### src/rtl/vxdp_pkg.sv
`default_nettype none

package vxdp_pkg;

  // Field widths of the stream items.
  localparam int unsigned DataW   = 8;
  localparam int unsigned PortW   = 16;
  localparam int unsigned PosW    = 7;
  localparam int unsigned StripW  = 7;
  localparam int unsigned StatusW = 2;
  localparam int unsigned OutTdataW = 16;

  localparam logic [PortW-1:0] VXLAN_PORT_DEFAULT = 16'd4789;

  localparam logic [15:0] TYPE_VLAN = 16'h8100;
  localparam logic [15:0] TYPE_IPV4 = 16'h0800;
  localparam logic [15:0] TYPE_IPV6 = 16'h86DD;
  localparam logic [7:0]  PROTO_UDP = 8'd17;

  localparam logic [PosW-1:0] POS_MAX = 7'd127;

  typedef enum logic [StatusW-1:0] {
    ST_ACCEPT  = 2'd0,
    ST_NOT_UDP = 2'd1,
    ST_PORT    = 2'd2,
    ST_TRUNC   = 2'd3
  } status_e;

  typedef enum logic [1:0] {
    KIND_NONE = 2'd0,
    KIND_IPV4 = 2'd1,
    KIND_IPV6 = 2'd2
  } kind_e;

  typedef struct packed {
    logic              valid;
    status_e           status;
    logic [StripW-1:0] strip_length;
  } result_t;

  function automatic kind_e kind_of(input logic [15:0] type_word);
    kind_e kind;
    kind = KIND_NONE;
    if (type_word == TYPE_IPV4) begin
      kind = KIND_IPV4;
    end else if (type_word == TYPE_IPV6) begin
      kind = KIND_IPV6;
    end
    return kind;
  endfunction

endpackage

`default_nettype wire

### src/rtl/vxdp_parser.sv
`default_nettype none

module vxdp_parser (
  input  wire logic                          clk_i,
  input  wire logic                          rst_ni,
  input  wire logic                          accept_i,
  input  wire logic [vxdp_pkg::DataW-1:0]    data_byte_i,
  input  wire logic                          last_byte_i,
  input  wire logic                          tunnel_flag_i,
  input  wire logic [vxdp_pkg::PortW-1:0]    udp_port_i,
  output vxdp_pkg::result_t                  result_o
);
  import vxdp_pkg::*;

  logic [PosW-1:0]  pos_q, pos_d;
  logic [15:0]      type_q, type_d;
  logic             vlan_q, vlan_d;
  kind_e            kind_q, kind_d;
  logic             udp_q, udp_d;
  logic [PortW-1:0] port_q, port_d;
  logic             offload_q, offload_d;

  logic             cap_type;
  logic             is_ipv4;
  logic [6:0]       l2_len, l3_len, proto_off, port_off, strip;
  logic [7:0]       len;
  status_e          status;

  always_comb begin
    offload_d = (pos_q == '0) ? tunnel_flag_i : offload_q;

    // Ethertype shift register, with the inner type after one VLAN tag.
    cap_type = (pos_q == 7'd12) || (pos_q == 7'd13) ||
               (vlan_q && ((pos_q == 7'd16) || (pos_q == 7'd17)));
    type_d   = cap_type ? {type_q[7:0], data_byte_i} : type_q;

    vlan_d = vlan_q;
    kind_d = kind_q;
    if (pos_q == 7'd13) begin
      if (type_d == TYPE_VLAN) begin
        vlan_d = 1'b1;
        kind_d = KIND_NONE;
      end else begin
        kind_d = kind_of(type_d);
      end
    end
    if (vlan_d && (pos_q == 7'd17)) begin
      kind_d = kind_of(type_d);
    end

    is_ipv4   = (kind_d == KIND_IPV4);
    l2_len    = vlan_d ? 7'd18 : 7'd14;
    l3_len    = is_ipv4 ? 7'd20 : 7'd40;
    proto_off = l2_len + (is_ipv4 ? 7'd9 : 7'd6);
    port_off  = l2_len + l3_len + 7'd2;
    strip     = l2_len + l3_len + 7'd16;

    udp_d  = udp_q;
    port_d = port_q;
    if (kind_d != KIND_NONE) begin
      if (pos_q == proto_off) begin
        udp_d = (data_byte_i == PROTO_UDP);
      end
      if ((pos_q == port_off) || (pos_q == port_off + 7'd1)) begin
        port_d = {port_q[7:0], data_byte_i};
      end
    end

    // Outcome checks in priority order.
    len = {1'b0, pos_q} + 8'd1;
    if ((len < 8'd14) || (vlan_d && (len < 8'd18))) begin
      status = ST_TRUNC;
    end else if (kind_d == KIND_NONE) begin
      status = ST_NOT_UDP;
    end else if (len <= {1'b0, proto_off}) begin
      status = ST_TRUNC;
    end else if (!udp_d) begin
      status = ST_NOT_UDP;
    end else if ((len >= ({1'b0, port_off} + 8'd2)) && (port_d != udp_port_i) &&
                 !offload_d) begin
      status = ST_PORT;
    end else if (len < {1'b0, strip}) begin
      status = ST_TRUNC;
    end else begin
      status = ST_ACCEPT;
    end

    result_o.valid        = accept_i && last_byte_i;
    result_o.status       = status;
    result_o.strip_length = (status == ST_ACCEPT) ? strip : '0;

    pos_d = (pos_q == POS_MAX) ? pos_q : pos_q + 7'd1;
  end

  always_ff @(posedge clk_i or negedge rst_ni) begin
    if (!rst_ni) begin
      pos_q     <= '0;
      type_q    <= '0;
      vlan_q    <= 1'b0;
      kind_q    <= KIND_NONE;
      udp_q     <= 1'b0;
      port_q    <= '0;
      offload_q <= 1'b0;
    end else if (accept_i) begin
      if (last_byte_i) begin
        pos_q     <= '0;
        type_q    <= '0;
        vlan_q    <= 1'b0;
        kind_q    <= KIND_NONE;
        udp_q     <= 1'b0;
        port_q    <= '0;
        offload_q <= 1'b0;
      end else begin
        pos_q     <= pos_d;
        type_q    <= type_d;
        vlan_q    <= vlan_d;
        kind_q    <= kind_d;
        udp_q     <= udp_d;
        port_q    <= port_d;
        offload_q <= offload_d;
      end
    end
  end

endmodule

`default_nettype wire

### src/rtl/vxdp_out_reg.sv
`default_nettype none

module vxdp_out_reg (
  input  wire logic                            clk_i,
  input  wire logic                            rst_ni,
  input  vxdp_pkg::result_t                    result_i,
  input  wire logic                            m_axis_tready,
  output logic                                 m_axis_tvalid,
  output logic [vxdp_pkg::OutTdataW-1:0]       m_axis_tdata
);
  import vxdp_pkg::*;

  logic              valid_q;
  status_e           status_q;
  logic [StripW-1:0] strip_q;

  // The upstream side only loads when this register is empty or draining.
  always_ff @(posedge clk_i or negedge rst_ni) begin
    if (!rst_ni) begin
      valid_q <= 1'b0;
    end else if (result_i.valid) begin
      valid_q <= 1'b1;
    end else if (m_axis_tready) begin
      valid_q <= 1'b0;
    end
  end

  always_ff @(posedge clk_i) begin
    if (result_i.valid) begin
      status_q <= result_i.status;
      strip_q  <= result_i.strip_length;
    end
  end

  assign m_axis_tvalid = valid_q;
  assign m_axis_tdata  = {{(OutTdataW - StripW - StatusW){1'b0}}, strip_q, status_q};

endmodule

`default_nettype wire

### src/rtl/vxlan_decap_header_parser_top.sv
// VXLAN decapsulation header parser.
// Packet bytes enter on the slave stream: tdata carries one byte, tlast marks
// the final byte of a packet, and tuser carries the receive-offload tunnel
// flag, which is only looked at on the first byte of a packet.
// One item leaves on the master stream for each packet, after its last byte:
// tdata bits [1:0] hold the status (accept, not UDP or unknown ethertype,
// port mismatch, truncated) and bits [8:2] the outer header length to strip.
// The parser takes one byte every cycle unless stalled; each byte only needs
// a few compares and captures against the per-packet state registers. The
// result shows on the master side in the cycle after its last byte is taken.
// A finished result waits in the output register. Bytes keep flowing while
// that register is empty or is emptied in the same cycle; while it is full
// and the receiver holds tready low, s_axis_tready is withdrawn, so a stalled
// receiver also stalls the byte stream once a result is waiting.
// The configuration channel writes the VXLAN UDP port and is always ready.
// Reset clears the parser state, empties the output register and sets the
// port to 4789.
`default_nettype none

module vxlan_decap_header_parser_top (
  input  wire logic                         clk_i,
  input  wire logic                         rst_ni,
  // Configuration: the VXLAN UDP destination port.
  input  wire logic                         cfg_valid_i,
  output logic                              cfg_ready_o,
  input  wire logic [vxdp_pkg::PortW-1:0]   cfg_data_i,
  // Packet byte stream.
  input  wire logic                         s_axis_tvalid,
  output logic                              s_axis_tready,
  input  wire logic [7:0]                   s_axis_tdata,  // [7:0] data_byte
  input  wire logic                         s_axis_tlast,
  input  wire logic [0:0]                   s_axis_tuser,  // [0] tunnel_flag
  // Result stream.
  output logic                              m_axis_tvalid,
  input  wire logic                         m_axis_tready,
  output logic [15:0]                       m_axis_tdata   // [1:0] status,
                                                           // [8:2] strip_length
);
  import vxdp_pkg::*;

  logic [PortW-1:0] udp_port_q;
  logic             s_accept;
  result_t          result;

  // The user writes the register only when no packet is in flight; unenforced.
  always_ff @(posedge clk_i or negedge rst_ni) begin
    if (!rst_ni) begin
      udp_port_q <= VXLAN_PORT_DEFAULT;
    end else if (cfg_valid_i) begin
      udp_port_q <= cfg_data_i;
    end
  end

  assign cfg_ready_o = 1'b1;

  // Bytes are held back only when a result is waiting and cannot leave.
  assign s_axis_tready = !m_axis_tvalid || m_axis_tready;
  assign s_accept      = s_axis_tvalid && s_axis_tready;

  vxdp_parser u_parser (
    .clk_i         (clk_i),
    .rst_ni        (rst_ni),
    .accept_i      (s_accept),
    .data_byte_i   (s_axis_tdata),
    .last_byte_i   (s_axis_tlast),
    .tunnel_flag_i (s_axis_tuser[0]),
    .udp_port_i    (udp_port_q),
    .result_o      (result)
  );

  vxdp_out_reg u_out_reg (
    .clk_i         (clk_i),
    .rst_ni        (rst_ni),
    .result_i      (result),
    .m_axis_tready (m_axis_tready),
    .m_axis_tvalid (m_axis_tvalid),
    .m_axis_tdata  (m_axis_tdata)
  );

`ifndef SYNTHESIS
  // A last byte always yields a result in the next cycle.
  a_last_gives_result: assert property (@(posedge clk_i) disable iff (!rst_ni)
    (s_accept && s_axis_tlast) |=> m_axis_tvalid)
    else $error("no result after last byte");

  // A byte that is not last never yields a result.
  a_mid_no_result: assert property (@(posedge clk_i) disable iff (!rst_ni)
    (s_accept && !s_axis_tlast) |=> !m_axis_tvalid)
    else $error("result after a non-final byte");

  // Strip length is zero unless the packet is accepted.
  a_strip_zero: assert property (@(posedge clk_i) disable iff (!rst_ni)
    (m_axis_tvalid && (m_axis_tdata[1:0] != ST_ACCEPT)) |-> (m_axis_tdata[8:2] == 7'd0))
    else $error("strip length set on a rejected packet");

  // An accepted packet strips at least Ethernet, IPv4, UDP and VXLAN headers.
  a_strip_min: assert property (@(posedge clk_i) disable iff (!rst_ni)
    (m_axis_tvalid && (m_axis_tdata[1:0] == ST_ACCEPT)) |-> (m_axis_tdata[8:2] >= 7'd50))
    else $error("strip length too short on accept");
`endif

endmodule

`default_nettype wire

### config.mk
export PLATFORM = sky130hd
export DESIGN_NAME = vxlan_decap_header_parser_top
export DESIGN_NICKNAME = d
export VERILOG_FILES = /design/src/rtl/vxdp_pkg.sv /design/src/rtl/vxdp_parser.sv /design/src/rtl/vxdp_out_reg.sv /design/src/rtl/vxlan_decap_header_parser_top.sv
export SDC_FILE = /design/constraint.sdc
export NUM_CORES = 1
export LEC_CHECK = 0
export BUFFER_PORTS_ARGS = -buffer_cell sky130_fd_sc_hd__buf_2
export CAP_MARGIN = 20
export CORE_UTILIZATION = 50
export DETAILED_ROUTE_END_ITERATION = 12
export PLACE_DENSITY = 0.73
export SLEW_MARGIN = 40
export SYNTH_ARGS = -nofsm -noshare
export SYNTH_HDL_FRONTEND = slang
export SYNTH_SLANG_ARGS = --single-unit
### constraint.sdc
create_clock -name clk_i -period 11 [get_ports clk_i]
set_input_delay 1.65 -clock clk_i [delete_from_list [all_inputs] [get_ports clk_i]]
set_output_delay 1.65 -clock clk_i [all_outputs]
set_load 0.1 [all_outputs]
Word level (Yosys, flattened, before mapping)
Cells that the tools add are included.
Word-level totals
  word-level logic and storage cells: 92
  register bits: 70
  output and inout port bits: 19
  bits of input ports: 31
Cells by class
  order comparisons: 5
  eq/ne operators: 15
  multiplexer cells: 32
  reduce and logical (&&, ||, !) cells: 21
  add/subtract/negate cells: 8
Operator list (count)
  16-bit 2-to-1 mux: 5
  16-bit == test, second input constant: 2
  2-bit 2-to-1 mux: 12
  7-bit == test: 3
  16-bit by 12-bit == test with 1-bit output, second input constant: 1
  16-bit != test: 1
  7-bit by 1-bit adder with 7-bit output, second input constant: 2
  7-bit adder: 2
  7-bit by 4-bit == test with 1-bit output, second input constant: 2
  7-bit by 5-bit == test with 1-bit output, second input constant: 2
  7-bit 2-to-1 mux: 2
  1-bit 2-to-1 mux: 10
  7-bit by 1-bit adder with 8-bit output, second input constant: 1
  7-bit by 2-bit adder with 8-bit output, second input constant: 1
  8-bit by 5-bit == test with 1-bit output, second input constant: 1
  8-bit >= comparator: 1
  8-bit by 7-bit less-or-equal comparator with 1-bit output: 1
  8-bit by 4-bit < comparator with 1-bit output, second input constant: 1
  8-bit by 5-bit < comparator with 1-bit output, second input constant: 1
  8-bit by 7-bit < comparator with 1-bit output: 1
  7-bit by 2-bit adder with 7-bit output, second input constant: 1
  7-bit by 5-bit adder with 7-bit output, second input constant: 1
  7-bit == test, second input constant: 1
  1-bit logical AND: 7
  11 further kinds: 19

Depth between registers and ports, before layout
Gate-level depths: netlist of the first run.
  depth after elaboration: 29
  mapped depth: 22

Modules after synthesis
Synthesis of the first run repeated with hierarchy kept, for this count alone.
Unflattened totals
  cells, all modules: 449
  area total of the unflattened synthesis: 4639.4 um^2
By module, submodules not included
  vxdp_parser: area an instance 3594.7 um^2, cells an instance 391, times used 1, seq. area each 1101.1 um^2
  vxlan_decap_header_parser_top: area an instance 681.9 um^2, cells an instance 38, times used 1, seq. area each 409.1 um^2
  vxdp_out_reg: area an instance 362.8 um^2, cells an instance 20, times used 1, seq. area each 295.3 um^2

Least setup slack after synthesis of the first run
OpenSTA, ideal clock, no wires.
  path type: in2reg
  start point: input port s_axis_tdata[2]
  end point: register u_out_reg.status_q[1] (data pin)
  cell stages on the path: 20
  arrival: 6567 ps
  path slack: 4177 ps
  required time: 10745 ps
  cell sequence: or4_1 -> nand3b_4 -> mux2i_4 -> or4b_4 -> nand2_1 -> nand3_1 -> ha_1 -> clkbuf_1 -> inv_1 -> xnor2_1 -> ha_1 -> nand2_1 -> and2_1 -> a221oi_1 -> and3_4 -> mux2i_4 -> mux2i_1 -> xor2_1 -> a41oi_2 -> a31o_1
RTL lines
  from (decl): RTL line vxlan_decap_header_parser_top.sv:30  | input wire logic [7:0] s_axis_tdata,
  to (signal assigned): RTL line vxdp_out_reg.sv:30  | status_q <= result_i.status;
  to (decl): RTL line vxdp_out_reg.sv:14  | status_e status_q;

==> results.toml, run 1 <==
[synthesis]
synth_cells = 404
synthTopCellsByArea = "dfrtp_1 31%, a22o_1 7.9%, ha_1 7.6%"
syn_area_um2 = 4310
synthTopCellsByCount = "54 x dfrtp_1, 39 x a22o_1, 26 x ha_1, 26 x xor2_1, 24 x nor2_1"
synth_top_flop_cell = "dfrtp_1"
ys_seq_elements = 69
synth-edff-count = 8
yosys_warnings = 0
yosysMostFrequentCell = "dfrtp_1"
syn_area_per_cell_um2 = 10.7
yosysSeqAreaShare_pct = 41.2
synthArstFlopShare_pct = 88.4
synth_top_area_share_pct = 31.4
synth_cell_types = 58
yosysTopAreaCell = "dfrtp_1"

[sta]
clock_skew_ns = 0.00874
fin_ws_ns = 3.66
fmax_mhz = 136
tightest_slew_ns = 0.683
rsz0062_at_grt = "false"
fin_crit_sh_pct = 66.8
hold_viol = 0
fin_tns_setup_ns = 0
drv_slew = 0
slew_headroom_pct = 53.3
post-route-min-period_ns = 7.34
setup_viol = 0
holdWs_ns = 0.490

[worst_setup_path]
rrSetupSlack_ns = 4.48
r2r-start = "u_parser.pos_q[5]$_DFFE_PN0P_"
timing.rr.end = "u_out_reg.status_q[1]$_DFFE_PP_"
start_kind = "input port"
r2r_cells = 19
crit_fanout = 9
crit_type = "input port to flop"
end_kind = "flop"
cp.required_ns = 11.11
critPathArrivalTime_ns = 7.45

[die]
start_util_pct = 52.2
die_area_um2 = 8990
dieHeight_um = 94.8
die_w_um = 94.8
num_rows = 33
io_pins = 50
core-area_um2 = 8260

[cells_and_area]
fin_cells = 549
final_nets = 496
fin_area_um2 = 4780
area_growth_pct = 11.0
nFillCells = 699
drive_gt1_share_pct = 21.2
antenna_cells = 0

[placed_design]
placed_area_um2 = 4550
finalWeightedCongestion = 0.908
dp_hpwl_um = 7290
dpl_worst_slack_ns = 3.42
io_buffers = 40
post-place-cells = 533

[clocking]
htree_levels = 3
clk_latency_ns = 0.35
cts_hold_buf = 0
cts.clk_slew.worst_paths_ns = 0.08
clock_sinks = 69
cts_inserted_buffers = 9
cts.repair.resized = 0
clk_path_buf_depth = 2
cts_tree = "done"
post_cts_buffers = 0
cts-root-buf = "clkbuf_8"

[min_path]
hp-class = "flop to flop"
hold_path.startpoint = "u_parser.offload_q$_DFFE_PN0P_"
holdPathStages = 2
hold_path_end = "u_parser.offload_q$_DFFE_PN0P_"

[detailed_routing]
met2_length_um = 4610
drc = 0
wl_per_cell_um = 18.2
drtAntennaViolNets = 0
wl_um = 10000
first_pass_iters = 5
dr.max_layer_used = "met4"
wl_met1_um = 4640
drt-initial-drc-count = 153
drt-vias-per-instance = 5.93
vias = 3254
met3_length_um = 564

[grt]
grt_pass1_wl_um = 16200
grt_max_degree = 62
antenna_found_initial = 0
first_global_vias = 3231
grt-ovfl-total = 0
grt.total_usage_pct = 23.9

[power_and_ir_drop]
p_int_mw = 0.420
peakVddDrop_mv = 0.0614
power_frac_comb_pct = 16.1
p_seq_share_pct = 46.7
power.density_nw_per_um2 = 126
power.leakage_nw = 2.17
netSwitchingFraction_pct = 30.4
clkPwrFrac_pct = 37.2
netSwitchingPower_mw = 0.183

[flow_run]
drv_cap = 0

[run_status]
status = "completed"
kinds of logic (layout without fill, tap and decap cells):
logic type	after synthesis	in the layout	synth area share, %
fa+ha+maj	26	26	7.55
buf+inv	34	67	3.92
flops	69	69	41.2
xor+xnor	43	43	8.74
mux	25	25	6.89
other cells	2	9	0.174
simple gates	114	114	14.7
compound gates	91	91	16.8
cell type report:
class,count,area [um^2],share of cell area (%)
multi-input cells,308,2410,50.4
flip-flops and latches,69,1780,37.2
repair buffers,41,211,4.43
clock buffers,11,153,3.19
well taps,105,131,2.75
clock inverters,5,63.8,1.34
inverters,10,37.5,0.786
power by group through the flow:
stage	Clock, mW	Sequential, mW	Combinational (mW)
6_report	0.225	0.282	0.0973
4_1_cts	0.228	0.282	0.0967
3_3_place_gp	0	0.287	0.0937
3_5_place_dp	0	0.287	0.0957
5_1_grt	0.239	0.284	0.104
2_1_floorplan	0	0.293	0.0627
routing by layer:
metal / GRT usage (%) / up-vias
li1: - / 1545
met1: 32.1 / 1596
met2: 37.3 / 96
met4: 10.1 / 0
met3: 4.99 / 17
met5: 0 / -
cells in the final DEF, fill, tap and decap left out, types with 3 or more instances in the layout:
master / synthesis / routed
dfstp_2: 7 / 7
xor2_1: 26 / 26
nand2b_1: 4 / 4
edfxtp_1: 8 / 8
buf_2: 3 / 40
nor2_1: 24 / 24
nand3b_1: 3 / 3
inv_1: 10 / 10
nor2b_1: 8 / 8
nor4_1: 8 / 7
nand4_1: 6 / 6
mux2i_1: 6 / 6
clkbuf_8: 0 / 9
dfrtp_1: 54 / 54
conb_1: 2 / 9
a21o_1: 3 / 3
nand2_1: 20 / 20
xnor2_1: 17 / 17
ha_1: 26 / 26
o21ai_0: 9 / 9
and2_1: 7 / 7
nand4b_1: 3 / 3
nor3_1: 9 / 9
o31ai_1: 4 / 4
mux2_2: 17 / 17
o211ai_1: 3 / 3
a21oi_1: 9 / 8
a22o_1: 39 / 39
nand3_1: 9 / 9
and3_1: 4 / 4
a31oi_1: 4 / 4
worst max path at each step:
stage / start / endpoint / slack (ns) / depth (start not counted)
after global routing: s_axis_tdata[2] / u_out_reg.status_q[1]$_DFFE_PP_ / 3.38 / 20
after floorplan: s_axis_tdata[2] / u_out_reg.status_q[1]$_DFFE_PP_ / 4.18 / 20
final: s_axis_tdata[2] / u_out_reg.status_q[1]$_DFFE_PP_ / 3.66 / 20
after global placement: s_axis_tdata[2] / u_out_reg.status_q[1]$_DFFE_PP_ / 3.75 / 20
after CTS: s_axis_tdata[2] / u_out_reg.status_q[1]$_DFFE_PP_ / 3.77 / 20
after detailed placement: s_axis_tdata[2] / u_out_reg.status_q[1]$_DFFE_PP_ / 3.42 / 20
sequential cells by signal, indices dropped and copies added (netlist names):
name	cells
u_out_reg.m_axis_tvalid	1
u_out_reg.status_q	2
u_out_reg.strip_q	6
u_parser.kind_q	2
u_parser.offload_q	1
u_parser.port_q	16
u_parser.pos_q	7
u_parser.type_q	16
u_parser.udp_q	1
u_parser.vlan_q	1
udp_port_q	16
stage by stage:
step / util, % / total power [mW]
2_1_floorplan: - / 0.355
3_3_place_gp: 55.0 / 0.380
3_5_place_dp: 55.1 / 0.383
4_1_cts: 57.7 / 0.607
5_1_grt: 57.9 / 0.627
6_report: 57.9 / 0.604
worst max-delay path, cell delays in order:
cell	delay, ns
buf_2	0.14
or4_1	0.57
nand3b_4	0.20
mux2i_4	0.26
or4b_4	0.54
nand2_1	0.12
nand3_1	0.26
ha_1	0.57
inv_1	0.15
xnor2_1	0.30
ha_1	0.27
nand2_1	0.10
and2_1	0.19
a221oi_1	0.30
and3_4	0.25
mux2i_4	0.37
mux2i_1	0.30
xor2_1	0.28
a41oi_2	0.31
a31o_1	0.31
(Power assumes the default switching activity.)
==> run 2: changes to the inputs <==
Settings changed: ABC_AREA set to 1, PLACE_DENSITY 0.73 to 0.75.
Clock period 11 ns to 6.2 ns, I/O delays scaled along.
==> run 2 against run 1 <==
Net effect: via count up 42%; clock skew grew 0.0035 ns; worst hold slack improved by 0.017 ns; sequential power grew 72%; critical endpoint is now u_out_reg.strip_q[5]$_SDFFCE_PP0P_; core utilization rose by 1.1 points; global-route usage is 1.4 points higher; total power is 78% higher; largest power group unchanged; first-iteration DRC count increased by 91%; die area increased by 11%; clock power up 91%.
==> results.toml, run 2 <==
[clocking]
clk_path_buf_depth = 2
clk_latency_ns = 0.36
cts-root-buf = "clkbuf_8"
clock_sinks = 69
cts_tree = "done"
cts.clk_slew.worst_paths_ns = 0.09
htree_levels = 3
cts_inserted_buffers = 9

[synthesis]
synth_top_flop_cell = "dfrtp_1"
synth_cells = 668
ys_seq_elements = 69
yosysSeqAreaShare_pct = 36.9
synthArstFlopShare_pct = 88.4
synth-edff-count = 8
yosysMostFrequentCell = "nand2_1"
yosysTopAreaCell = "dfrtp_1"
syn_area_um2 = 4810
synth_cell_types = 44
yosys_warnings = 0
synthTopCellsByArea = "dfrtp_1 28%, nand2_1 12%, nand3_1 8.7%"
syn_area_per_cell_um2 = 7.20
synth_top_area_share_pct = 28.1
synthTopCellsByCount = "159 x nand2_1, 100 x inv_1, 84 x nand3_1"

[detailed_routing]
drt-initial-drc-count = 292
vias = 4614
first_pass_iters = 5
wl_um = 12400
drt-vias-per-instance = 5.45
wl_per_cell_um = 14.6
drc = 0
drtAntennaViolNets = 0

[sta]
slew_headroom_pct = 46.3
post-route-min-period_ns = 5.63
fmax_mhz = 178
hold_viol = 0
tightest_slew_ns = 0.802
fin_ws_ns = 0.574
setup_viol = 0
drv_slew = 0
clock_skew_ns = 0.0122
fin_crit_sh_pct = 90.7

[worst_setup_path]
end_kind = "flop"
critPathArrivalTime_ns = 5.84
path_common_cell = "nand2_1"
crit_type = "flop to flop"
crit_fanout = 18
path_buf_inv = 3
r2r_cells = 38
cp.required_ns = 6.42
crit_slowest_cell = "nor3_2"
crit_family = "simple AND/OR/NAND/NOR gates"
crit_path_max_incr_delay_ns = 0.52
start_kind = "flop"
crit_cells = 38

[power_and_ir_drop]
power.leakage_nw = 2.79
power.density_nw_per_um2 = 197
peakVddDrop_mv = 0.0910

[flow_run]
drv_cap = 0

[grt]
antenna_found_initial = 0
grt_max_degree = 62
grt.total_usage_pct = 25.3
grt-ovfl-total = 0
grt_pass1_wl_um = 20000
first_global_vias = 4301

[die]
die_w_um = 100
num_rows = 35
die_area_um2 = 10000
io_pins = 50
start_util_pct = 51.8
dieHeight_um = 100
core-area_um2 = 9280

[cells_and_area]
fin_cells = 847
drive_gt1_share_pct = 17.1
final_cell_mix = "159 x nand2_1, 98 x inv_1, 84 x nand3_1, 54 x dfrtp_1, 48 x nor2_1"
fin_util_pct = 58.9
nFillCells = 846
antenna_cells = 0
final_common_cell = "nand2_1"
top_regs = "u_parser.port_q x16, u_parser.type_q x16, udp_port_q x16"
final_nets = 770
area_growth_pct = 13.7
fin_area_um2 = 5470

[placed_design]
dpl_worst_slack_ns = 0.151
placed_area_um2 = 5060
finalWeightedCongestion = 0.947
io_buffers = 40
dp_hpwl_um = 8630
post-place-cells = 821

[min_path]
hp-class = "flop to flop"
holdPathStages = 2

[run_status]
status = "completed"
-- run 2: changes by cell type after synthesis, sizes merged, moves of 7 or more --
cell / before / now
a22o: 39 / 1
and2: 7 / 0
inv: 10 / 103
mux2: 17 / 0
mux2i: 8 / 0
nand2: 20 / 181
nand3: 9 / 86
nor2: 24 / 57
nor2b: 8 / 0
o21ai: 11 / 37
o22ai: 1 / 29
xnor2: 17 / 1
xor2: 26 / 4
-- run 2: what timing repair did --
action                                  in CTS  in global routing
endpoints found under the hold margin        0                  0
setup buffers                                0                  8
gates resized for setup                      0                 21
endpoints found under the setup margin       0                  8
hold buffers                                 0                  0
-- run 2: report_power, final --
| group | total, mW | switching, mW | internal, mW |
|---|---|---|---|
| clock network | 0.429 | 0.200 | 0.229 |
| registers | 0.484 | 0.00880 | 0.475 |
| logic | 0.164 | 0.123 | 0.0402 |
-- run 2: worst register-to-register path: cells and delay by family, from the launching register on --
family	cells	cell delay (ns)
adders and majority gates	2	0.53
AOI/OAI and AO/OA	1	0.23
and+or+nand+nor	32	3.81
buffers and inverters	3	0.45
DFF	1	0.45
-- run 2: area by class of cell --
type | count | area [um^2] | area share, %
clock inverter | 7 | 98.8 | 1.81
clock buffer | 9 | 124 | 2.26
inverter | 103 | 387 | 7.07
multi-input combinational | 476 | 2590 | 47.3
tap | 129 | 161 | 2.95
sequential | 69 | 1780 | 32.5
timing repair buffer | 54 | 337 | 6.15
-- run 2: per-layer routing --
metal | up-vias | share of wire [%] | GRT usage [%]
met2 | 199 | 48 | 43.5
met1 | 2130 | 42 | 32.5
met3 | 34 | 7.2 | 4.60
met4 | 0 | 2.3 | 7.80
li1 | 2251 | - | -
met5 | - | 0 | 0
-- run 2: cell families (layout without fill, tap and decap cells) --
kind of cell / count (synthesis) / in the layout / synth area share (%)
other: 2 / 9 / 0.156
buffers and inverters: 132 / 173 / 11.9
xor gates and xnor gates: 5 / 5 / 0.910
AOI/OAI and AO/OA: 94 / 94 / 11.8
and+or+nand+nor: 340 / 342 / 31.5
DFF: 69 / 69 / 36.9
adders and majority gates: 26 / 26 / 6.76
-- run 2: worst paths after layout --
check,startpoint,to,slack (ns)
max in group asynchronous,rst_ni,udp_port_q[9]$_DFFE_PN1P_,5.17
min reg2reg,udp_port_q[4]$_DFFE_PN1P_,udp_port_q[4]$_DFFE_PN1P_,0.51
min in group asynchronous,rst_ni,u_parser.port_q[4]$_DFFE_PN0P_,0.63
max reg2reg,u_parser.pos_q[4]$_DFFE_PN0P_,u_out_reg.strip_q[5]$_SDFFCE_PP0P_,0.57
min,udp_port_q[4]$_DFFE_PN1P_,udp_port_q[4]$_DFFE_PN1P_,0.51
max,u_parser.pos_q[4]$_DFFE_PN0P_,u_out_reg.strip_q[5]$_SDFFCE_PP0P_,0.57
-- run 2: through the flow --
stage | setup TNS, ns | total power, mW | hold WS [ns]
2_1_floorplan | 0 | 0.604 | 0.448
3_3_place_gp | 0 | 0.643 | 0.483
3_5_place_dp | 0 | 0.646 | 0.494
4_1_cts | 0 | 1.07 | 0.510
5_1_grt | -0.174 | 1.11 | 0.537
6_report | 0 | 1.08 | 0.507
